`src/rtl/wsb_pkg.sv`:
```
// ----------------------------------------------------------------------------
// wsb_pkg
// shared types and constants of the word stream bus bridge
// ----------------------------------------------------------------------------
package wsb_pkg;

    localparam logic [1:0] KIND_WRITE   = 2'd0;
    localparam logic [1:0] KIND_READREQ = 2'd1;
    localparam logic [1:0] KIND_TX      = 2'd2;
    localparam logic [1:0] KIND_BAD     = 2'd3;

    localparam logic [15:0] CMD_WRITE = 16'h0001;
    localparam logic [15:0] CMD_READ  = 16'h0002;

    localparam logic [31:0] ADDR_STEP = 32'd4;

    localparam int QUEUE_DEPTH = 4;

    typedef enum logic [3:0] {
        PH_ADDR  = 4'b0001,
        PH_CTRL  = 4'b0010,
        PH_WRITE = 4'b0100,
        PH_READ  = 4'b1000
    } t_phase;

    // one or two results caused by one input transaction
    typedef struct packed {
        logic [1:0]  kind;
        logic [31:0] address;
        logic [31:0] data;
        logic        has_second;
        logic [31:0] second_address;
    } t_job;

    typedef struct packed {
        logic full;
        logic not_empty;
    } t_q_stat;

endpackage

```
`src/rtl/wsb_front.sv`:
```
// ----------------------------------------------------------------------------
// wsb_front
// accepts link words and read returns, tracks the transaction phase
// ----------------------------------------------------------------------------
module wsb_front import wsb_pkg::*; (
    input  logic        i_clk,
    input  logic        i_rst_n,
    input  logic        i_valid,
    output logic        o_ready,
    input  logic        i_mode,
    input  logic [31:0] i_word,
    input  t_q_stat     i_q_stat,
    output logic        o_push,
    output t_job        o_job
);

    t_phase      r_phase, n_phase;
    logic [31:0] r_addr, n_addr;
    logic [15:0] r_count, n_count;
    logic [15:0] r_done, n_done;
    logic [15:0] done_inc;
    logic        job_valid;
    logic        accept;

    assign o_ready  = !i_q_stat.full;
    assign accept   = i_valid && o_ready;
    assign o_push   = accept && job_valid;
    assign done_inc = r_done + 16'd1;

    always_comb begin
        n_phase   = r_phase;
        n_addr    = r_addr;
        n_count   = r_count;
        n_done    = r_done;
        job_valid = 1'b0;
        o_job     = '0;
        case (r_phase)
            PH_ADDR: begin
                if (!i_mode) begin
                    n_addr  = i_word;
                    n_phase = PH_CTRL;
                end
            end
            PH_CTRL: begin
                if (!i_mode) begin
                    if (i_word[15:0] == 16'd0) begin
                        n_phase = PH_ADDR;
                        n_addr  = '0;
                        n_count = '0;
                        n_done  = '0;
                    end else if (i_word[31:16] == CMD_WRITE) begin
                        n_count = i_word[15:0];
                        n_done  = '0;
                        n_phase = PH_WRITE;
                    end else if (i_word[31:16] == CMD_READ) begin
                        n_count       = i_word[15:0];
                        n_done        = '0;
                        n_phase       = PH_READ;
                        n_addr        = r_addr + ADDR_STEP;
                        job_valid     = 1'b1;
                        o_job.kind    = KIND_READREQ;
                        o_job.address = r_addr;
                    end else begin
                        n_phase    = PH_ADDR;
                        n_addr     = '0;
                        n_count    = '0;
                        n_done     = '0;
                        job_valid  = 1'b1;
                        o_job.kind = KIND_BAD;
                    end
                end
            end
            PH_WRITE: begin
                if (!i_mode) begin
                    job_valid     = 1'b1;
                    o_job.kind    = KIND_WRITE;
                    o_job.address = r_addr;
                    o_job.data    = i_word;
                    if (done_inc == r_count) begin
                        n_phase = PH_ADDR;
                        n_addr  = '0;
                        n_count = '0;
                        n_done  = '0;
                    end else begin
                        n_addr = r_addr + ADDR_STEP;
                        n_done = done_inc;
                    end
                end
            end
            PH_READ: begin
                if (i_mode) begin
                    job_valid  = 1'b1;
                    o_job.kind = KIND_TX;
                    o_job.data = i_word;
                    if (done_inc == r_count) begin
                        n_phase = PH_ADDR;
                        n_addr  = '0;
                        n_count = '0;
                        n_done  = '0;
                    end else begin
                        o_job.has_second     = 1'b1;
                        o_job.second_address = r_addr;
                        n_addr               = r_addr + ADDR_STEP;
                        n_done               = done_inc;
                    end
                end
            end
            default: begin
                n_phase = PH_ADDR;
                n_addr  = '0;
                n_count = '0;
                n_done  = '0;
            end
        endcase
    end

    always_ff @(posedge i_clk) begin
        if (!i_rst_n) begin
            r_phase <= PH_ADDR;
            r_addr  <= '0;
            r_count <= '0;
            r_done  <= '0;
        end else if (accept) begin
            r_phase <= n_phase;
            r_addr  <= n_addr;
            r_count <= n_count;
            r_done  <= n_done;
        end
    end

endmodule

```
`src/rtl/wsb_queue.sv`:
```
// ----------------------------------------------------------------------------
// wsb_queue
// short job queue between front and back
// ----------------------------------------------------------------------------
module wsb_queue import wsb_pkg::*; #(
    parameter int DEPTH = QUEUE_DEPTH
) (
    input  logic    i_clk,
    input  logic    i_rst_n,
    input  logic    i_push,
    input  t_job    i_job,
    input  logic    i_pop,
    output t_job    o_job,
    output t_q_stat o_stat
);

    localparam int AW = (DEPTH > 1) ? $clog2(DEPTH) : 1;
    localparam int CW = $clog2(DEPTH + 1);

    t_job          r_mem [DEPTH];
    logic [AW-1:0] r_wr_ptr, r_rd_ptr;
    logic [CW-1:0] r_cnt;
    logic          do_push, do_pop;

    assign o_stat.full      = (r_cnt == CW'(DEPTH));
    assign o_stat.not_empty = (r_cnt != '0);
    assign do_push          = i_push && !o_stat.full;
    assign do_pop           = i_pop && o_stat.not_empty;
    assign o_job            = r_mem[r_rd_ptr];

    function automatic logic [AW-1:0] ptr_next(input logic [AW-1:0] ptr);
        logic [AW-1:0] nxt;
        nxt = (ptr == AW'(DEPTH - 1)) ? '0 : ptr + AW'(1);
        return nxt;
    endfunction

    always_ff @(posedge i_clk) begin
        if (do_push) begin
            r_mem[r_wr_ptr] <= i_job;
        end
    end

    always_ff @(posedge i_clk) begin
        if (!i_rst_n) begin
            r_wr_ptr <= '0;
            r_rd_ptr <= '0;
            r_cnt    <= '0;
        end else begin
            if (do_push) begin
                r_wr_ptr <= ptr_next(r_wr_ptr);
            end
            if (do_pop) begin
                r_rd_ptr <= ptr_next(r_rd_ptr);
            end
            case ({do_push, do_pop})
                2'b10:   r_cnt <= r_cnt + CW'(1);
                2'b01:   r_cnt <= r_cnt - CW'(1);
                default: r_cnt <= r_cnt;
            endcase
        end
    end

endmodule

```
`src/rtl/wsb_back.sv`:
```
// ----------------------------------------------------------------------------
// wsb_back
// expands queued jobs into bus and link results through an output register
// ----------------------------------------------------------------------------
module wsb_back import wsb_pkg::*; (
    input  logic        i_clk,
    input  logic        i_rst_n,
    input  t_job        i_job,
    input  t_q_stat     i_q_stat,
    output logic        o_pop,
    output logic        o_valid,
    input  logic        i_ready,
    output logic [1:0]  o_kind,
    output logic [31:0] o_address,
    output logic [31:0] o_data,
    output logic        o_last
);

    logic        r_valid;
    logic        r_sec_pend;
    logic [31:0] r_sec_addr;
    logic [1:0]  r_kind;
    logic [31:0] r_address;
    logic [31:0] r_data;
    logic        r_last;
    logic        load;

    assign load  = !r_valid || i_ready;
    assign o_pop = load && !r_sec_pend && i_q_stat.not_empty;

    assign o_valid   = r_valid;
    assign o_kind    = r_kind;
    assign o_address = r_address;
    assign o_data    = r_data;
    assign o_last    = r_last;

    always_ff @(posedge i_clk) begin
        if (!i_rst_n) begin
            r_valid    <= 1'b0;
            r_sec_pend <= 1'b0;
        end else if (load) begin
            if (r_sec_pend) begin
                r_valid    <= 1'b1;
                r_sec_pend <= 1'b0;
            end else begin
                r_valid    <= i_q_stat.not_empty;
                r_sec_pend <= i_q_stat.not_empty && i_job.has_second;
            end
        end
    end

    always_ff @(posedge i_clk) begin
        if (load) begin
            if (r_sec_pend) begin
                r_kind    <= KIND_READREQ;
                r_address <= r_sec_addr;
                r_data    <= '0;
                r_last    <= 1'b1;
            end else begin
                r_kind     <= i_job.kind;
                r_address  <= i_job.address;
                r_data     <= i_job.data;
                r_last     <= !i_job.has_second;
                r_sec_addr <= i_job.second_address;
            end
        end
    end

endmodule

```
`src/rtl/word_stream_bus_bridge_unit.sv`:
```
// ----------------------------------------------------------------------------
// word_stream_bus_bridge_unit
// serial link to bus command engine: address word, control word, then
// write data or read returns; results go out as bus writes, read requests,
// words to transmit or bad-command reports
// ----------------------------------------------------------------------------
// channel   direction  handshake           payload
// input     in         i_valid / o_ready   i_mode, i_word
// result    out        o_valid / i_ready   o_kind, o_address, o_data, o_last
//
// one input transaction per cycle while the job queue has room
// results leave one per cycle while the receiver is ready; a read return with
// more words to come gives a word to transmit, then the next read request
// the first result passes through the queue and then the output register
// before it shows on the result channel
// synchronous reset returns to waiting for the address word and empties
// the queue; a stalled output fills the queue, then input ready drops
module word_stream_bus_bridge_unit import wsb_pkg::*; #(
    parameter int QDEPTH = QUEUE_DEPTH
) (
    input  logic        i_clk,
    input  logic        i_rst_n,
    input  logic        i_valid,
    output logic        o_ready,
    input  logic        i_mode,
    input  logic [31:0] i_word,
    output logic        o_valid,
    input  logic        i_ready,
    output logic [1:0]  o_kind,
    output logic [31:0] o_address,
    output logic [31:0] o_data,
    output logic        o_last
);

    t_job    push_job;
    t_job    head_job;
    t_q_stat q_stat;
    logic    push;
    logic    pop;

    wsb_front u_front (
        .i_clk    (i_clk),
        .i_rst_n  (i_rst_n),
        .i_valid  (i_valid),
        .o_ready  (o_ready),
        .i_mode   (i_mode),
        .i_word   (i_word),
        .i_q_stat (q_stat),
        .o_push   (push),
        .o_job    (push_job)
    );

    wsb_queue #(
        .DEPTH (QDEPTH)
    ) u_queue (
        .i_clk   (i_clk),
        .i_rst_n (i_rst_n),
        .i_push  (push),
        .i_job   (push_job),
        .i_pop   (pop),
        .o_job   (head_job),
        .o_stat  (q_stat)
    );

    wsb_back u_back (
        .i_clk     (i_clk),
        .i_rst_n   (i_rst_n),
        .i_job     (head_job),
        .i_q_stat  (q_stat),
        .o_pop     (pop),
        .o_valid   (o_valid),
        .i_ready   (i_ready),
        .o_kind    (o_kind),
        .o_address (o_address),
        .o_data    (o_data),
        .o_last    (o_last)
    );

endmodule

```
`config.mk`:
```
export PLATFORM = sky130hd
export DESIGN_NAME = word_stream_bus_bridge_unit
export DESIGN_NICKNAME = d
export VERILOG_FILES = /design/src/rtl/wsb_pkg.sv /design/src/rtl/wsb_front.sv /design/src/rtl/wsb_queue.sv /design/src/rtl/wsb_back.sv /design/src/rtl/word_stream_bus_bridge_unit.sv
export SDC_FILE = /design/constraint.sdc
export NUM_CORES = 1
export LEC_CHECK = 0
export BUFFER_PORTS_ARGS = -buffer_cell sky130_fd_sc_hd__buf_2
export CORE_ASPECT_RATIO = 1.75
export CORE_UTILIZATION = 50
export DETAILED_ROUTE_END_ITERATION = 7
export GPL_TIMING_DRIVEN = 0
export PLACE_DENSITY = 0.67
export SLEW_MARGIN = 30
export SYNTH_ARGS = -nofsm -noshare
export SYNTH_HDL_FRONTEND = slang
export SYNTH_SLANG_ARGS = --single-unit
```
`constraint.sdc`:
```
create_clock -name i_clk -period 25.9 [get_ports i_clk]
set_clock_uncertainty 0.2 [all_clocks]
set_input_delay 7.77 -clock i_clk [delete_from_list [all_inputs] [get_ports i_clk]]
set_output_delay 7.77 -clock i_clk [all_outputs]
set_load 0.02 [all_outputs]
```
# Word level (Yosys, flattened, before mapping)
# Memory sizes are Yosys's and may differ from the RTL's. A register that Yosys moved wholly into a read port is not among the register bits.
# Index checks and enable logic that the tools add are counted.
# word_totals
mem_bits_rw,396
register_bits,176
romBits,0
latchBits,0
word_cells,119
out_inout_bits,69
n_memories,1
inputBits,37
# op_classes
n_lt_le_gt_ge,0
n_addsub,6
multipliers,0
shift,0
n_reduce_logical,19
div,0
muxes,60
bitwise,2
eq_ne,17
# memory_table
memory,depth,word_bits,read_ports,rd_ports_with_merged_regs,write_ports,line_no,text
u_queue.r_mem,4,99,1,1,1,wsb_queue.sv:20,t_job r_mem [DEPTH];
# ops
cell,count
$mux W32,10
$mux W16,11
$pmux W16 S4,2
$pmux W32 S2,2
$pmux W32 S4,1
$mux W34,3
$mux W33,2
$mux W65,1
$mux W64,1
$add A32 B3 Y32 const B,1
$mux W4,8
$add A16 B1 Y16 const B,1
$eq A16 B1 Y1 const B,1
$eq A16 B16 Y1,1
$eq A16 B2 Y1 const B,1
$logic_not A16 Y1,1
$pmux W4 S4,1
$mux W2,6
$reduce_and A5 Y1,2
$mux W1,9
$ne A2 B2 Y1 const B,4
$logic_and A1 B1 Y1,7
$eq A2 B2 Y1 const B,3
$pmux W2 S3,1
19 further kinds,24

# Longest topological paths before layout
# Gate-level depths: netlist of the first run.
# logic_depth
word_depth,9
ltp_mapped,12

# Hierarchy
# Synthesis of the first run repeated with hierarchy kept, for this count alone.
# hier_totals
cells_unflattened,1506
area_unflattened_um2,23874.1
# by_module_without_submodules
mod,area_each_um2,cells_each,instances
wsb_queue,14739.1,573,1
wsb_front,5267.6,749,1
wsb_back,3867.5,184,1

# Worst setup path after synthesis of the first run
# Ideal clock, no wire load.
# synth_path
kind,in2reg
from,input i_mode
to,"memory u_queue.r_mem[0][0] (netlist bit), enable pin"
path_buffers,2
setup_ns,0.558
required_time_ns,25.142
cell_stages,5
setup_slack_ns,12.195
arrival_time_ns,12.947
cell_sequence,clkbuf_1 or3_1 a211o_1 clkbuf_1 nor2_1
# synth_between
elab_chain_len,6
# synth_rtl
item,line_no,text
from (decl),word_stream_bus_bridge_unit.sv:25,"input logic i_mode,"
"$mux W1, on equally long branches","wsb_front.sv:91, wsb_front.sv:74, wsb_front.sv:45",
$pmux W1 S3 (*),wsb_front.sv:37,case (r_phase)
$logic_and A1 B1 Y1 (*),wsb_front.sv:27,assign o_push = accept && job_valid;
$logic_and A1 B1 Y1 (*),wsb_queue.sv:27,assign do_push = i_push && !o_stat.full;
$mux W1 (*),wsb_queue.sv:38,if (do_push) begin
$mux W1 (implied by the code) (*),wsb_queue.sv:39,r_mem[r_wr_ptr] <= i_job;
to (decl),wsb_queue.sv:20,
# Every way passes the cells marked *; elsewhere a longest branch is shown, timed or not.

# Final worst setup path of the first run
# layout_path
from,input i_word[11]
to,"memory u_queue.r_mem[3][58] (netlist bit), enable pin"
# layout_between
elab_chain_len,8
# layout_rtl
item,line_no,text
from (decl),word_stream_bus_bridge_unit.sv:26,"input logic [31:0] i_word,"
$logic_not A16 Y1,wsb_front.sv:46,if (i_word[15:0] == 16'd0) begin
$mux W1,wsb_front.sv:46,
$mux W1,wsb_front.sv:45,if (!i_mode) begin
$pmux W1 S3,wsb_front.sv:37,
$logic_and A1 B1 Y1,wsb_front.sv:27,
$logic_and A1 B1 Y1,wsb_queue.sv:27,
$mux W1,wsb_queue.sv:38,
$mux W1 (implied by the code),wsb_queue.sv:39,
# No other way between the ends.

==> results.ini, run 1 <==
[grt]
antenna_found_initial = 8
grt_max_degree = 50
track_usage = 0.244
grt_pass1_vias = 13900
grt_pass1_wl_um = 84300
overflow = 0

[power]
clkPwrFrac = 0.325
power_switching_w = 0.000586
power_density_nw_per_um2 = 83.1
comb_power_share = 0.179
seq_power_share = 0.496
ir_drop_mv = 0.0629
switching_share = 0.261
leakage_nw = 9.21
p_int_w = 0.00166

[sta]
grt_setup_unrepaired = no
fmax_mhz = 91.4
worst_pin_slew_ps = 955
maxSlewHeadroom = 0.358
setup_viol = 0
min_period_ps = 10940
fin_crit_sh = 0.422
hold_viol_final = 0
slew_viol_final = 0
fin_setup_tns_ps = 0
fin_ws_ps = 14960

[worst_setup_path]
path_max_fanout = 18
reg2reg_to = u_queue.r_mem[2][27]$_DFFE_PP_
cp.arrival_ps = 11080
critical_path_class = in2reg
cp_common_cell = buf_16
crit_family = buffers and inverters
timing.rr.start = u_front.r_done[0]$_SDFFE_PN0P_
slowest_delay_ps = 610
worst_path_max_delay_cell = nor4_1
path_buf_inv = 7
startpoint_type = input port
reg2reg_depth = 9
regToRegSetupSlack_ps = 21300
cp.required_ps = 26040
end_kind = flip-flop
cp_cell_sequence = buf_2, nor4_1, nand4_1, nand2_1, or3_1, a211o_1, clkbuf_1, nor2_4, buf_16, buf_16, buf_16, buf_16, buf_16

[synthesis]
yosys-top-cells-count = 495 x edfxtp_1, 99 x mux4_2, 89 x nand2_1
synthTopCellsByArea = edfxtp_1 64%, mux4_2 9.5%, dfxtp_1 6.8%
synthXorXnorAreaFrac = 0.0114
syn_inst = 1442
async_flop_share = 0
synth-main-ff-cell = edfxtp_1
synthDistinctLibCells = 68
synth-adder-area-share = 0.00513
yosys_warnings = 0
synthSimpleGateAreaFrac = 0.101
yosys.cell_count.top_type = edfxtp_1
avgSynthCellArea_um2 = 16.2
synthMuxAreaShare = 0.121
synth_compound_area_frac = 0.0385
synth_area_um2 = 23400
ys_ff_latch = 574
syn_nets = 1488
synth_top_family_by_area = multiplexers
yosysTopAreaCell = edfxtp_1
synth_edf_count = 495
yosysSeqAreaShare = 0.703
yosysTopAreaCellShare = 0.635

[flow_run]
drv_cap = 0

[finish]
drive_gt1_frac = 0.225
area_delta_synth_final_pct = 15.6
fin_cells = 2253
num-nets-final = 1671
final_area_um2 = 27100
nFillCells = 3543

[clocking]
cts-resized-gates = 0
cts_buffer_depth = 3
h-tree-depth = 2
clkLatencyLatePin_ps = 580
post-cts-setup-buffers = 0
ctsRootBufferMaster = clkbuf_16
cts_tree = done
clock_sinks = 574
numCtsBuffers = 50
hold_buffers = 0
clk_pin_slew_ps = 60

[min_path]
min_to = u_front.r_count[15]$_SDFFE_PN0P_
holdPathStages = 2
hold_path.class = reg2reg
hold_path_startpoint = u_front.r_count[15]$_SDFFE_PN0P_

[routing]
vias = 13400
drc = 36
ant_nets = 0
viasPerCell = 5.94
drt_wl_total_um = 56500
dr.pass1.iters = 7
detail_route.wl_per_cell_um = 25.1
drt_iter0_drc = 963

[placement]
placed_cells = 2156
hpwl_um = 40300
post-place-ws_ps = 14330
placement.io_buffers = 103
dpl-instance-area_um2 = 25500
globalplace.congestion = 0.963

[die]
start_util = 0.508
core_area_um2 = 46100
die_h_um = 288
fp.dieW_um = 166
core.rowCount = 104
dieArea_um2 = 47700
ios = 106

[outcome]
outcome = finished, violations left
violations = DRC

==> worst max path at each step <==
stage                           from                              to  slack (ps)  cells past startpoint
final                     i_word[11]  u_queue.r_mem[3][58]$_DFFE_PP_       14960                     13
after global routing      i_word[11]  u_queue.r_mem[0][68]$_DFFE_PP_       14840                     13
after CTS                 i_word[11]   u_queue.r_mem[0][1]$_DFFE_PP_       14930                     13
after detailed placement  i_word[11]  u_queue.r_mem[0][68]$_DFFE_PP_       14330                     13
after global placement    i_word[11]  u_queue.r_mem[1][38]$_DFFE_PP_        8080                      8
after floorplan               i_mode   u_queue.r_mem[0][0]$_DFFE_PP_       12190                      5
==> tightest hold or removal path: cells and delay by family, from the launching register on <==
kind          cells  cell delay, ps
simple gates      1              60
mux               1              60
flops             1             320
==> stage by stage <==
stage | hold slack (ps) | util | total power (W)
final | 281 | 0.587 | 0.00225
after global routing | 290 | 0.587 | 0.00233
after CTS | 278 | 0.587 | 0.00227
after detailed placement | 269 | 0.553 | 0.00154
after global placement | 257 | 0.535 | 0.00153
after floorplan | 246 | - | 0.00141
==> metal layers <==
metal,GRT usage,up-vias,share of wire
met5,0,-,0.0014
met4,0.115,12,0.048
met3,0.0378,146,0.050
met2,0.445,414,0.54
met1,0.276,6798,0.36
li1,-,6021,-
==> final cells by class <==
class                      instances  area (µm²)  area share
sequential                       574       16400       0.608
inverter                          26         100     0.00370
multi-input combinational        749        6530       0.241
buffer                            93         385      0.0142
clock buffer                      68        1410      0.0522
clock inverter                    26         175     0.00647
tap                              583         729      0.0270
timing repair buffer             131        1270      0.0471
antenna                            3        7.51    0.000277
==> power groups by stage <==
stage	Combinational [W]	Clock (W)	Sequential [W]
floorplan	0.000233	0	0.00117
global placement	0.000393	0	0.00113
detailed placement	0.000409	0	0.00113
CTS	0.000412	0.000742	0.00111
global route	0.000433	0.000773	0.00112
finish	0.000403	0.000730	0.00111
==> state kept, by name, indices dropped and copies added (netlist names), 2 cells and up, named ones only <==
register and flops:
u_back.r_sec_addr 32, u_back.o_data 32, u_front.r_addr 32, u_front.r_phase 4
u_back.o_address 32, u_front.r_count 16, u_back.o_kind 2, u_queue.r_wr_ptr 2
u_queue.r_mem 396, u_front.r_done 16, u_queue.r_cnt 3, u_queue.r_rd_ptr 2
==> cells in the final DEF (no fill, tap or decap), types with 23 or more instances in the layout <==
cell,n
clkbuf_1,79
edfxtp_1,495
inv_1,25
nor2b_1,41
nand3_1,26
clkbuf_16,53
mux2_2,33
nor2_1,35
and3_1,58
buf_2,115
and2_1,66
nand4_1,23
buf_16,27
dfxtp_1,79
mux4_2,99
o21ai_0,32
a22oi_1,29
nand2_1,89
nor3_1,33
==> logic make-up after synthesis <==
kind of cell	after synthesis
compound gates	128
xor+xnor	29
fa+ha+maj	9
buf+inv	119
flops	574
mux	154
simple gates	429
(Power assumes the default switching activity.)
==> inputs of run 2 (changes only) <==
- ABC_AREA: unset -> 1
- clock period: 25.9 -> 10.9 ns (I/O delays scaled with it)
==> results.ini, run 2 <==
[worst_setup_path]
cp.arrival_ps = 6470  ; -4610 ps
startpoint_type = input port
path_max_fanout = 17  ; -1
end_kind = flip-flop
critical_path_class = in2reg
critPathLaunch = i_word[15]
cp.required_ps = 10990  ; -15,050 ps

[clocking]
clk_pin_slew_ps = 60  ; about the same
clock_sinks = 574  ; unchanged
cts_tree = done
numCtsBuffers = 51  ; +2.0%
cts-resized-gates = 0  ; unchanged
cts_buffer_depth = 3  ; unchanged
post-cts-setup-buffers = 0  ; unchanged
h-tree-depth = 2  ; unchanged
clkLatencyLatePin_ps = 590  ; about the same
hold_buffers = 0  ; unchanged
ctsRootBufferMaster = clkbuf_16

[die]
core_area_um2 = 47700  ; +3.7%
start_util = 0.506  ; -0.00199
ios = 106  ; unchanged
die_h_um = 293  ; +1.6%
dieArea_um2 = 49200  ; +3.2%
core.rowCount = 106  ; +1.9%
fp.dieW_um = 168  ; +1.6%

[sta]
worst_pin_slew_ps = 1120  ; +164 ps
grt_setup_unrepaired = no
fin_setup_tns_ps = 0  ; unchanged
slew_viol_final = 0  ; unchanged
fin_crit_sh = 0.585
min_period_ps = 6380
fmax_mhz = 157
maxSlewHeadroom = 0.254  ; -0.104
setup_viol = 0  ; unchanged
hold_viol_final = 0  ; unchanged

[synthesis]
yosys-top-cells-count = 513 x nor2_1, 495 x edfxtp_1, 231 x nand2_1
syn_nets = 2318  ; +56%
yosysTopAreaCell = edfxtp_1
synth_edf_count = 495  ; unchanged
ys_ff_latch = 574  ; unchanged
synthDistinctLibCells = 40  ; -41%
synth_area_um2 = 24200  ; +3.2%
syn_inst = 2272  ; +58%
synthTopCellsByArea = edfxtp_1 62%, nor2_1 8.0%, dfxtp_1 6.5%
yosys.cell_count.top_type = nor2_1
yosysSeqAreaShare = 0.681  ; -0.0221
async_flop_share = 0  ; unchanged
avgSynthCellArea_um2 = 10.6  ; -34%
synth-main-ff-cell = edfxtp_1
yosys_warnings = 0  ; unchanged
yosysTopAreaCellShare = 0.615  ; -0.0200

[power]
finalPower_w = 0.00693  ; +210%
ir_drop_mv = 0.192  ; +210%
leakage_nw = 10.1  ; +9.7%
power_density_nw_per_um2 = 250  ; +200%

[grt]
track_usage = 0.289  ; +0.0451
antenna_found_initial = 3  ; -5
grt_pass1_vias = 18000  ; +29%
grt_pass1_wl_um = 106000  ; +25%
grt_max_degree = 37  ; -26%
overflow = 0  ; unchanged

[finish]
final_common_cell = nor2_1
drive_gt1_frac = 0.0998  ; -0.125
num-nets-final = 2503  ; +50%
nFillCells = 4022  ; +14%
area_delta_synth_final_pct = 14.8
most-common-layout-cells = 508 x nor2_1, 495 x edfxtp_1, 231 x nand2_1
largest_register_ffs = 396  ; unchanged
top_register = u_queue.r_mem

[routing]
detail_route.wl_per_cell_um = 22.8  ; -9.2%
ant_nets = 0  ; unchanged
dr.pass1.iters = 5  ; -2
vias = 17800  ; +33%
viasPerCell = 5.77  ; -2.9%
drt_iter0_drc = 1660  ; +72%
drc = 0  ; -100%
drt_wl_total_um = 70300  ; +25%

[flow_run]
drv_cap = 0  ; unchanged

[placement]
placement.io_buffers = 105  ; +1.9%
hpwl_um = 51100  ; +27%
globalplace.congestion = 0.945  ; -1.8%

[outcome]
outcome = completed

[min_path]
hold_path_startpoint = u_front.r_addr[23]$_SDFFE_PN0P_
hold_path.class = reg2reg

## run 2: cell type report
type                       count  area (µm²)  area share
timing repair buffer         132        1250      0.0450
inverter                     152         573      0.0207
clock inverter                26         156     0.00564
clock buffer                  66        1390      0.0502
buffer                       127         509      0.0184
antenna                        1        2.50   0.0000902
sequential                   574       16400       0.593
tap                          594         743      0.0268
multi-input combinational   1419        6670       0.241
## run 2: final timing paths
check | endpoint | slack (ps) | depth (start not counted)
hold / removal | u_front.r_addr[23]$_SDFFE_PN0P_ | 290 | 2
hold reg to reg | u_front.r_addr[23]$_SDFFE_PN0P_ | 290 | 2
setup / recovery | u_queue.r_mem[1][9]$_DFFE_PP_ | 4520 | 16
setup reg to reg | u_back.r_sec_addr[27]$_DFFE_PP_ | 6740 | 7
## run 2: critical path, cell delays in order
cell      delay, ps
buf_2           130
inv_1           110
nand4_1         120
nor2_1           50
nand2_1         210
inv_1            70
nor2_1          120
nand3_1         180
a21oi_1         250
clkinv_1        410
nor2_4          580
buf_16          230
buf_16          170
buf_16          180
buf_16          180
buf_16          170
## run 2: logic make-up (layout without fill, tap and decap cells)
group / count (synthesis) / after routing / share of synthesized area
AO/OA/AOI/OAI: 415 / 415 / 0.0902
buffers and inverters: 279 / 503 / 0.0446
AND/OR/NAND/NOR: 963 / 963 / 0.168
XOR/XNOR: 32 / 32 / 0.0116
flip-flops: 574 / 574 / 0.681
adder cells (fa/ha/maj): 9 / 9 / 0.00497
other: 0 / 1 / 0
## run 2: routing by layer
metal / track usage / vias up / part of all wire
li1: - / 8294 / -
met1: 0.312 / 8606 / 0.35
met2: 0.535 / 741 / 0.53
met3: 0.0308 / 197 / 0.050
met4: 0.186 / 4 / 0.069
met5: 0 / - / 0.00034
## run 2: power breakdown
group	internal, W	leakage [nW]	switching, W
Combinational	0.000632	3.70	0.00165
Clock	0.000905	0.771	0.000802
Sequential	0.00280	5.63	0.000137
## run 2: through the flow
step / cells / hold WS, ps / setup slack, ps / cell area (µm²) / util
after floorplan: 2272 / 240 / 1880 / 24200 / -
after global placement: 2971 / 262 / -2760 / 25400 / 0.533
after detailed placement: 2998 / 271 / 3910 / 26200 / 0.549
after CTS: 3090 / 285 / 4510 / 27700 / 0.581
after global routing: 3090 / 316 / 4370 / 27700 / 0.581
final: 3091 / 286 / 4520 / 27700 / 0.581
